$ cat src/rtl/cdq_pkg.sv
`timescale 1ns / 1ps

package cdq_pkg;

  // operation codes of an input transaction
  typedef enum logic [1:0] {
    OP_PUSH_REAR  = 2'd0,
    OP_PUSH_FRONT = 2'd1,
    OP_POP_FRONT  = 2'd2,
    OP_POP_REAR   = 2'd3
  } op_e;

  // status codes of a result transaction
  typedef enum logic [1:0] {
    ST_OK         = 2'd0,
    ST_FULL       = 2'd1,
    ST_EMPTY      = 2'd2
  } status_e;

  // command applied to every cell of one chain; near is the anchored end
  typedef enum logic [2:0] {
    CMD_HOLD      = 3'd0,
    CMD_PUSH_NEAR = 3'd1,
    CMD_PUSH_FAR  = 3'd2,
    CMD_POP_NEAR  = 3'd3,
    CMD_POP_FAR   = 3'd4
  } cmd_e;

  // control group from the top level to one chain
  typedef struct packed {
    cmd_e cmd;
  } chain_ctrl_t;

  localparam int unsigned ValueWidth = 8;
  localparam int unsigned CountWidth = 5;

  typedef struct packed {
    op_e                   operation;
    logic [ValueWidth-1:0] value;
  } in_t;

  typedef struct packed {
    logic [ValueWidth-1:0] data_out;
    status_e               status;
    logic [CountWidth-1:0] item_count;
    logic                  is_empty;
    logic                  is_full;
  } out_t;

endpackage

$ cat src/rtl/cdq_cell.sv
`timescale 1ns / 1ps

module cdq_cell #(
  parameter int unsigned DATA_WIDTH = 8
) (
  input  logic                  clk_i,
  input  logic                  rst_ni,
  input  cdq_pkg::chain_ctrl_t  ctrl_i,
  input  logic [DATA_WIDTH-1:0] push_data_i,
  input  logic [DATA_WIDTH-1:0] inner_data_i,
  input  logic                  inner_valid_i,
  input  logic [DATA_WIDTH-1:0] outer_data_i,
  input  logic                  outer_valid_i,
  output logic [DATA_WIDTH-1:0] data_o,
  output logic                  valid_o
);

  logic [DATA_WIDTH-1:0] data_q, data_d;
  logic                  valid_q, valid_d;

  // local decision from the two neighbors
  always_comb begin
    data_d  = data_q;
    valid_d = valid_q;
    case (ctrl_i.cmd)
      cdq_pkg::CMD_PUSH_NEAR: begin
        data_d  = inner_data_i;
        valid_d = inner_valid_i;
      end
      cdq_pkg::CMD_PUSH_FAR: begin
        // first free slot past the occupied run takes the value
        if (!valid_q && inner_valid_i) begin
          data_d  = push_data_i;
          valid_d = 1'b1;
        end
      end
      cdq_pkg::CMD_POP_NEAR: begin
        data_d  = outer_data_i;
        valid_d = outer_valid_i;
      end
      cdq_pkg::CMD_POP_FAR: begin
        // last occupied slot drops out
        if (valid_q && !outer_valid_i) begin
          valid_d = 1'b0;
        end
      end
      default: begin
        data_d  = data_q;
        valid_d = valid_q;
      end
    endcase
  end

  always_ff @(posedge clk_i or negedge rst_ni) begin
    if (!rst_ni) begin
      valid_q <= 1'b0;
    end else begin
      valid_q <= valid_d;
    end
  end

  // payload, no reset
  always_ff @(posedge clk_i) begin
    data_q <= data_d;
  end

  assign data_o  = data_q;
  assign valid_o = valid_q;

endmodule

$ cat src/rtl/cdq_chain.sv
`timescale 1ns / 1ps

module cdq_chain #(
  parameter int unsigned DEPTH      = 16,
  parameter int unsigned DATA_WIDTH = 8
) (
  input  logic                  clk_i,
  input  logic                  rst_ni,
  input  cdq_pkg::chain_ctrl_t  ctrl_i,
  input  logic [DATA_WIDTH-1:0] push_data_i,
  output logic [DATA_WIDTH-1:0] near_data_o,
  output logic                  near_valid_o
);

  logic [DATA_WIDTH-1:0] cell_data  [DEPTH];
  logic                  cell_valid [DEPTH];

  // row of cells, entries packed against the anchored end
  for (genvar i = 0; i < DEPTH; i++) begin : g_cell
    logic [DATA_WIDTH-1:0] inner_data;
    logic                  inner_valid;
    logic [DATA_WIDTH-1:0] outer_data;
    logic                  outer_valid;

    if (i == 0) begin : g_first
      assign inner_data  = push_data_i;
      assign inner_valid = 1'b1;
    end else begin : g_mid
      assign inner_data  = cell_data[i-1];
      assign inner_valid = cell_valid[i-1];
    end

    if (i == DEPTH - 1) begin : g_last
      assign outer_data  = '0;
      assign outer_valid = 1'b0;
    end else begin : g_rest
      assign outer_data  = cell_data[i+1];
      assign outer_valid = cell_valid[i+1];
    end

    cdq_cell #(
      .DATA_WIDTH(DATA_WIDTH)
    ) u_cell (
      .clk_i        (clk_i),
      .rst_ni       (rst_ni),
      .ctrl_i       (ctrl_i),
      .push_data_i  (push_data_i),
      .inner_data_i (inner_data),
      .inner_valid_i(inner_valid),
      .outer_data_i (outer_data),
      .outer_valid_i(outer_valid),
      .data_o       (cell_data[i]),
      .valid_o      (cell_valid[i])
    );
  end

  assign near_data_o  = cell_data[0];
  assign near_valid_o = cell_valid[0];

endmodule

$ cat src/rtl/circular_deque.sv
`timescale 1ns / 1ps

// Double-ended queue of DEPTH entries of DATA_WIDTH bits. Each input transaction
// pushes at the rear or front, or pops from the front or rear, and yields one
// result transaction with the popped value, a status code and the occupancy
// after the operation. A push onto a full queue and a pop from an empty one
// change nothing and report their status. One transaction is taken per clock
// cycle; its result appears in the output register on the next cycle, and a
// new transaction is taken while that result waits as long as the output side
// does not stall. Storage is two rows of cells, one packed against the front
// and one against the rear, so both ends sit at fixed cells and every update is
// a shift or neighbor-local write.
module circular_deque #(
  parameter int unsigned DEPTH      = 16,
  parameter int unsigned DATA_WIDTH = 8
) (
  input  logic          clk_i,
  input  logic          rst_ni,
  input  logic          in_valid_i,
  output logic          in_stall_o,
  input  cdq_pkg::in_t  in_data_i,
  output logic          out_valid_o,
  input  logic          out_stall_i,
  output cdq_pkg::out_t out_data_o
);

  localparam int unsigned CntWidth = $clog2(DEPTH + 1);

  logic                  accept;
  logic [CntWidth-1:0]   count_q, count_d;
  logic                  full;
  logic                  nonempty;
  logic [DATA_WIDTH-1:0] push_value;
  logic [DATA_WIDTH-1:0] front_data, rear_data;
  logic                  front_valid, rear_valid;
  cdq_pkg::chain_ctrl_t  front_ctrl, rear_ctrl;
  logic [DATA_WIDTH-1:0] pop_data;
  cdq_pkg::status_e      status;
  logic                  out_valid_q, out_valid_d;
  cdq_pkg::out_t         out_q, out_d;

  // handshake, output register parts the two sides
  assign in_stall_o = out_valid_q && out_stall_i;
  assign accept     = in_valid_i && !in_stall_o;

  assign push_value = DATA_WIDTH'(in_data_i.value);
  assign full       = (count_q == CntWidth'(DEPTH));
  assign nonempty   = front_valid && rear_valid;

  // decode the operation into commands for both rows
  always_comb begin
    front_ctrl.cmd = cdq_pkg::CMD_HOLD;
    rear_ctrl.cmd  = cdq_pkg::CMD_HOLD;
    count_d        = count_q;
    pop_data       = '0;
    status         = cdq_pkg::ST_OK;
    case (in_data_i.operation)
      cdq_pkg::OP_PUSH_REAR: begin
        if (full) begin
          status = cdq_pkg::ST_FULL;
        end else begin
          front_ctrl.cmd = cdq_pkg::CMD_PUSH_FAR;
          rear_ctrl.cmd  = cdq_pkg::CMD_PUSH_NEAR;
          count_d        = count_q + CntWidth'(1);
        end
      end
      cdq_pkg::OP_PUSH_FRONT: begin
        if (full) begin
          status = cdq_pkg::ST_FULL;
        end else begin
          front_ctrl.cmd = cdq_pkg::CMD_PUSH_NEAR;
          rear_ctrl.cmd  = cdq_pkg::CMD_PUSH_FAR;
          count_d        = count_q + CntWidth'(1);
        end
      end
      cdq_pkg::OP_POP_FRONT: begin
        if (!nonempty) begin
          status = cdq_pkg::ST_EMPTY;
        end else begin
          front_ctrl.cmd = cdq_pkg::CMD_POP_NEAR;
          rear_ctrl.cmd  = cdq_pkg::CMD_POP_FAR;
          count_d        = count_q - CntWidth'(1);
          pop_data       = front_data;
        end
      end
      cdq_pkg::OP_POP_REAR: begin
        if (!nonempty) begin
          status = cdq_pkg::ST_EMPTY;
        end else begin
          front_ctrl.cmd = cdq_pkg::CMD_POP_FAR;
          rear_ctrl.cmd  = cdq_pkg::CMD_POP_NEAR;
          count_d        = count_q - CntWidth'(1);
          pop_data       = rear_data;
        end
      end
      default: begin
        status = cdq_pkg::ST_OK;
      end
    endcase
    if (!accept) begin
      front_ctrl.cmd = cdq_pkg::CMD_HOLD;
      rear_ctrl.cmd  = cdq_pkg::CMD_HOLD;
      count_d        = count_q;
    end
  end

  // row anchored at the front
  cdq_chain #(
    .DEPTH     (DEPTH),
    .DATA_WIDTH(DATA_WIDTH)
  ) u_front_chain (
    .clk_i       (clk_i),
    .rst_ni      (rst_ni),
    .ctrl_i      (front_ctrl),
    .push_data_i (push_value),
    .near_data_o (front_data),
    .near_valid_o(front_valid)
  );

  // row anchored at the rear
  cdq_chain #(
    .DEPTH     (DEPTH),
    .DATA_WIDTH(DATA_WIDTH)
  ) u_rear_chain (
    .clk_i       (clk_i),
    .rst_ni      (rst_ni),
    .ctrl_i      (rear_ctrl),
    .push_data_i (push_value),
    .near_data_o (rear_data),
    .near_valid_o(rear_valid)
  );

  // result transaction
  always_comb begin
    out_d.data_out   = cdq_pkg::ValueWidth'(pop_data);
    out_d.status     = status;
    out_d.item_count = cdq_pkg::CountWidth'(count_d);
    out_d.is_empty   = (count_d == '0);
    out_d.is_full    = (count_d == CntWidth'(DEPTH));
  end

  assign out_valid_d = accept || (out_valid_q && out_stall_i);

  always_ff @(posedge clk_i or negedge rst_ni) begin
    if (!rst_ni) begin
      count_q     <= '0;
      out_valid_q <= 1'b0;
    end else begin
      count_q     <= count_d;
      out_valid_q <= out_valid_d;
    end
  end

  always_ff @(posedge clk_i) begin
    if (accept) begin
      out_q <= out_d;
    end
  end

  assign out_valid_o = out_valid_q;
  assign out_data_o  = out_q;

`ifndef SYNTHESIS
  // both rows agree with the count on occupancy
  assert property (@(posedge clk_i) disable iff (!rst_ni)
    (front_valid == (count_q != '0)) && (rear_valid == (count_q != '0)))
    else $error("cell rows disagree with entry count");

  // an accepted push that is not rejected grows the count by one
  assert property (@(posedge clk_i) disable iff (!rst_ni)
    (accept && !full && (in_data_i.operation == cdq_pkg::OP_PUSH_REAR ||
                         in_data_i.operation == cdq_pkg::OP_PUSH_FRONT))
    |=> (count_q == $past(count_q) + CntWidth'(1)))
    else $error("push did not advance entry count");

  // a rejected transaction leaves the count unchanged
  assert property (@(posedge clk_i) disable iff (!rst_ni)
    (accept && status != cdq_pkg::ST_OK) |=> $stable(count_q))
    else $error("rejected transaction changed entry count");
`endif

endmodule
$ cat config.mk
export PLATFORM = sky130hd
export DESIGN_NAME = circular_deque
export DESIGN_NICKNAME = d
export VERILOG_FILES = /design/src/rtl/cdq_pkg.sv /design/src/rtl/cdq_cell.sv /design/src/rtl/cdq_chain.sv /design/src/rtl/circular_deque.sv
export SDC_FILE = /design/constraint.sdc
export NUM_CORES = 1
export LEC_CHECK = 0
export BUFFER_PORTS_ARGS = -buffer_cell sky130_fd_sc_hd__buf_2
export CELL_PAD_IN_SITES_DETAIL_PLACEMENT = 1
export CELL_PAD_IN_SITES_GLOBAL_PLACEMENT = 2
export CORE_UTILIZATION = 46
export DETAILED_ROUTE_END_ITERATION = 12
export GPL_ROUTABILITY_DRIVEN = 0
export PLACE_DENSITY_LB_ADDON = 0.08
export SYNTH_ARGS = -nofsm -noshare
export SYNTH_HDL_FRONTEND = slang
export SYNTH_SLANG_ARGS = --single-unit
$ cat constraint.sdc
create_clock -name clk_i -period 3.3 [get_ports clk_i]
set_input_delay 0.165 -clock clk_i [delete_from_list [all_inputs] [get_ports clk_i]]
set_output_delay 0.165 -clock clk_i [all_outputs]
set_load 0.05 [all_outputs]
# Word-level counts from Yosys, hierarchy flattened
# Cells that the tools add are included.
word_totals:
  regBits: 311
  output_inout_bits: 19
op_classes:
  eq_ne: 75
  n_reduce_logical: 145
  add_sub_neg: 2
  muxes: 174
ops:
  columns: ["op", "count"]
  rows:
  - ["8-bit one-hot mux with 3 select lines", 32]
  - ["8-bit 2-to-1 mux", 34]
  - ["2-bit inequality test (second input constant)", 62]
  - ["1-bit one-hot mux with 4 select lines", 28]
  - ["3-bit AND reduction", 28]
  - ["2-bit AND reduction", 36]
  - ["1-bit 2-to-1 mux", 62]
  - ["1-bit logical AND", 33]
  - ["1-bit logical NOT", 31]
  - ["3-bit one-hot mux with 4 select lines", 2]
  - ["3-bit nonzero test", 6]
  - ["8-bit one-hot mux with 2 select lines", 1]
  - ["5-bit 2-to-1 mux", 3]
  - ["3-bit by 2-bit == test with 1-bit output (second input constant)", 4]
  - ["1-bit one-hot mux with 3 select lines", 4]
  - ["2-bit OR reduction", 6]
  - ["5-bit == test (second input constant)", 2]
  - ["5-bit one-hot mux with 2 select lines", 1]
  - ["3-bit 2-to-1 mux", 3]
  - ["4-bit nonzero test", 2]
  - ["3-bit by 1-bit == test with 1-bit output (second input constant)", 2]
  - ["3-bit == test (second input constant)", 2]
  - ["2-bit 2-to-1 mux", 3]
  - ["5-bit by 1-bit adder with 5-bit output (second input constant)", 1]
  - ["7 further kinds", 8]

# Logic depth before layout (Yosys ltp)
logic_depth:
  word_depth: 8
  ltp_mapped: 10
  depth_no_buf: 7

# By module
# A second synthesis with hierarchy kept.
hier_totals:
  hier_cells: 1254
  area_unflattened_um2: 19792.7
by_module_without_submodules:
  columns: ["mod", "area_per_inst_um2", "cells_each", "n_inst"]
  rows:
  - ["cdq_cell", 581.8, 36, 32]
  - ["circular_deque", 1159.9, 98, 1]
  - ["cdq_chain", 7.5, 2, 2]

# Least setup slack after synthesis
# OpenSTA, ideal clock, no wires.
synth_path:
  path_kind: "reg2reg"
  startpoint: "register out_valid_q (netlist: out_valid_o)"
  endpoint: "register u_rear_chain.g_cell[0].u_cell.data_q[0] (enable)"
  setup_slack_ns: 0.660
  stages_incl_launch_ff: 7
  arrival_time_ns: 2.265
  period_less_slack_ns: 2.640
  path_cell_list: "dfrtp_1 -> a21bo_2 -> buf_2 -> buf_1 -> nor3_1 -> nor2_1 -> a21oi_1"
synth_via:
  elab_chain_cells: 7
  elab_cells_between_ends: 10
  classes_between: "eq/ne (4); mux (1); reduce/logical (5)"
synth_rtl:
  columns: ["element", "line", "source"]
  rows:
  - ["start: declaration", "circular_deque.sv:39", "logic out_valid_q, out_valid_d;"]
  - ["start signal: assignment", "circular_deque.sv:150", "out_valid_q <= out_valid_d;"]
  - ["1-bit logical AND *", "circular_deque.sv:43", "assign in_stall_o = out_valid_q && out_stall_i;"]
  - ["1-bit logical NOT *", "circular_deque.sv:44", "assign accept = in_valid_i && !in_stall_o;"]
  - ["1-bit logical AND *", "circular_deque.sv:44", null]
  - ["3-bit 2-to-1 mux *", "circular_deque.sv:100", "if (!accept) begin"]
  - ["3-bit by 2-bit == test with 1-bit output or 3-bit by 1-bit == test with 1-bit output (tied branches)", "cdq_cell.sv:25", "case (ctrl_i.cmd)"]
  - ["2-bit inequality test (no source line) or 3-bit nonzero test (tied branches)", null, null]
  - ["2-bit AND reduction (no source line) *", null, null]
  - ["end signal: assignment", "cdq_cell.sv:64", "data_q <= data_d;"]
  - ["end: declaration", "cdq_cell.sv:18", "logic [DATA_WIDTH-1:0] data_q, data_d;"]
# Mark *: on every way between the ends. The rest lies on a longest branch, timed or not.
# A chain may end at the register's enable or synchronous reset.

# Worst setup path after layout
layout_path:
  startpoint: "register count_q[1]"
  endpoint: "register u_rear_chain.g_cell[3].u_cell.data_q[2] (enable)"
layout_via:
  elab_chain_cells: 7
  elab_cells_between_ends: 11
  classes_between: "eq/ne (5); mux (4); reduce/logical (2)"
layout_rtl:
  columns: ["element", "line", "source"]
  rows:
  - ["start: declaration", "circular_deque.sv:30", "logic [CntWidth-1:0] count_q, count_d;"]
  - ["start signal: assignment", "circular_deque.sv:149", "count_q <= count_d;"]
  - ["5-bit == test *", "circular_deque.sv:47", "assign full = (count_q == CntWidth'(DEPTH));"]
  - ["1-bit 2-to-1 mux or 2-bit 2-to-1 mux (tied branches)", "circular_deque.sv:59, circular_deque.sv:68", null]
  - ["3-bit one-hot mux with 4 select lines *", "circular_deque.sv:57", "case (in_data_i.operation)"]
  - ["3-bit 2-to-1 mux *", "circular_deque.sv:100", null]
  - ["3-bit by 2-bit == test with 1-bit output or 3-bit by 1-bit == test with 1-bit output (tied branches)", "cdq_cell.sv:25", null]
  - ["2-bit inequality test (no source line) or 3-bit nonzero test (tied branches)", null, null]
  - ["2-bit AND reduction (no source line) *", null, null]
  - ["end signal: assignment", "cdq_cell.sv:64", null]
  - ["end: declaration", "cdq_cell.sv:18", null]
# Marked as above.

==> metrics.yaml <==
status: "finished with violations"
violations: "design-rule violations"
h-tree-depth: 2
antenna_found_initial: 0
synth_edf_count: 273
syn_nets: 1041
fin_setup_tns_ns: 0
finalSetupViolations: 0
slew_viol_final: 0
switchingPower_mw: 3.18
comb_power_share_pct: 16.4
core-area_um2: 30500
grt_overflow_total: 0
worstMarginPinSlew_ns: 1.31
max_cap_violations: 0
drc_errors: 1
switching_share_pct: 28.6
p_seq_share_pct: 48.8
worstSkewPairLatency_ns: 0.52
numCtsBuffers: 36
dr_total_vias: 9959
die_y_um: 178
synth_flop_cell: "edfxtp_1"
yosysUniqueCellTypes: 54
syn2layout_area_growth_pct: 13.1
ir_drop_mv: 0.333
hold_viol: 0
yosys_warnings: 0
start_util_pct: 46.6
ys_ff_latch: 311
cts_tree: "built"
yosys.area.top_type: "edfxtp_1"
drive_gt1_share_pct: 16.3
required_ns: 3.57
drt-wirelength-per-cell_um: 27.4
synth_cells: 1024
clkTransAtPathRegs_ns: 0.06
fmax_ghz: 0.330
numPortBuffers: 32
min_period_ns: 3.03
gr-usage-all-layers_pct: 25.2
fin_crit_sh_pct: 91.8
maxSlewHeadroom_pct: 11.8
p_clk_share_pct: 34.8
cp_max_fo: 17
ys_top_cells_by_area: "edfxtp_1, a221o_1, dfrtp_1"
cts_sinks: 311
row_count: 64
power_mw: 11.1
rsz0062_at_grt: "false"
final_cell_mix: "edfxtp_1, a221o_1, a21oi_1"
drt_wl_total_mm: 39.9
cts_setup_buffers: 0
hpwl_mm: 25.5
drt_iter0_markers: 1206
syn-cell-area_um2: 14200
pin_count: 33
grt_pass1_wl_mm: 61.3
final_cells: 1458
finalClockSkew_ns: 0.0167
intPower_mw: 7.95
cts-root-to-sink-buffers: 3
pwr_density_cell_nw_per_um2: 692
cts_root_buf: "clkbuf_16"
min_path_type: "in -> reg"
yosys.area.top_type_share_pct: 57.6
dp.cells: 1392
async_reset_ff_share_pct: 12.2
first_pass_iters: 9
p_leak_nw: 5.75
final.fill_count: 2955
endpoint_kind: "flip-flop"
synth_seq_area_share_pct: 64.3
worstPathArrival_ns: 3.30
dieArea_um2: 31600
chipWidth_um: 178
grt_max_degree: 122
diodes: 0
criticalPathCategory: "reg -> reg"
mostFrequentLayoutCell: "edfxtp_1"
grt_pass1_vias: 10000
start_kind: "flip-flop"
syn_area_per_cell_um2: 13.9
ant_nets: 0
nets: 1054
vias_per_cell: 6.83
## metrics by stage
step	utilization [%]	hold slack, ns	setup slack, ns	cell area, um^2
3_5_place_dp	48.9	0.370	0.229	14900
6_report	52.7	0.0321	0.272	16100
4_1_cts	52.7	0.0263	0.223	16100
5_1_grt	52.7	0.0339	0.0325	16100
3_3_place_gp	48.9	0.359	0.399	14900
2_1_floorplan	-	-0.131	0.660	14200
## cell usage after synthesis, types with 2 or more instances
master and number:
edfxtp_1 273, a22oi_1 23, ha_1 3, and3_1 10, a22o_1 26, dfrtp_1 38, o211ai_1 2, nand3_1 5
a21oi_1 66, a221o_1 224, o21ai_1 3, buf_2 42, nor3_2 2, nand2b_1 29, a2bb2oi_1 2, and2_1 9
o21ai_0 50, buf_1 11, inv_1 6, mux2_2 16, a21o_1 16, mux2i_1 8, nor3_1 4, nand2_1 29
a31oi_1 5, nor2_1 24, a211o_1 2, o22ai_1 5, clkbuf_1 66
## cell families (layout without fill, tap and decap cells)
| kind of cell | Yosys count | count (layout) | share of synthesized area [%] |
|---|---|---|---|
| AO/OA/AOI/OAI | 431 | 431 | 24.8 |
| multiplexers | 24 | 24 | 1.83 |
| adder cells (fa/ha/maj) | 3 | 3 | 0.264 |
| AND/OR/NAND/NOR | 127 | 127 | 4.91 |
| XOR/XNOR | 1 | 1 | 0.0616 |
| buffers and inverters | 127 | 165 | 3.80 |
| flip-flops | 311 | 311 | 64.3 |
## final timing paths
path                       slack, ns  cells past startpoint                                                 end                                               start
max reg2reg                     0.27                      7   u_rear_chain.g_cell[3].u_cell.data_o[2]$_DFFE_PP_                                count_q[1]$_DFF_PN0_
max in group asynchronous       2.34                      2  u_front_chain.g_cell[7].u_cell.valid_o$_DFFE_PN0P_                                              rst_ni
max                             0.27                      7   u_rear_chain.g_cell[3].u_cell.data_o[2]$_DFFE_PP_                                count_q[1]$_DFF_PN0_
min                             0.03                      2   u_rear_chain.g_cell[0].u_cell.data_o[2]$_DFFE_PP_                                        in_data_i[2]
min in group asynchronous       0.34                      2                                count_q[3]$_DFF_PN0_                                              rst_ni
min reg2reg                     0.56                      1  u_rear_chain.g_cell[14].u_cell.data_o[7]$_DFFE_PP_  u_rear_chain.g_cell[15].u_cell.data_o[7]$_DFFE_PP_
## area by class of cell
cell class	count	area, um^2	share of cell area [%]
clock buffers	45	956	5.94
clock inverters	18	174	1.08
inverters	6	22.5	0.140
multi-input cells	586	4580	28.5
flip-flops and latches	311	9150	56.9
well taps	396	495	3.08
repair buffers	96	711	4.42
## layer usage
metal	GRT usage [%]	vias to the layer above	wire length [um]
li1	-	4324	-
met1	38.9	5233	18700
met2	38.0	351	18200
met3	3.32	51	2420
met4	4.99	0	561
met5	0	-	0
## what timing repair did
item / in CTS / in global routing
hold buffers: 3 / 0
gates resized for setup: 0 / 0
setup endpoints to repair: 0 / 0
hold endpoints to repair: 39 / 0
## power by group through the flow
stage | Clock, mW | Combinational (mW) | Sequential [mW]
finish | 3.88 | 1.82 | 5.43
CTS | 3.94 | 1.83 | 5.42
global placement | 0 | 1.73 | 5.46
floorplan | 0 | 1.28 | 5.32
global route | 4.10 | 2.00 | 5.50
detailed placement | 0 | 1.81 | 5.49
## worst max-delay path, stage by stage, from the launching register on
cell and delay [ns]:
dfrtp_1 0.41, inv_1 0.14, ha_1 0.20, nor4bb_4 0.47, nor2_2 0.15, o21ai_1 1.04, a21oi_1 0.13, buf_4 0.25
## registers in the layout, summed over array words and instances (netlist names)
register,count
u_front_chain.g_cell.u_cell.data_o,128
u_rear_chain.g_cell.u_cell.data_o,128
out_data_o,17
u_front_chain.g_cell.u_cell.valid_o,16
u_rear_chain.g_cell.u_cell.valid_o,16
count_q,5
out_valid_o,1
Power figures use the tool's default switching activity.
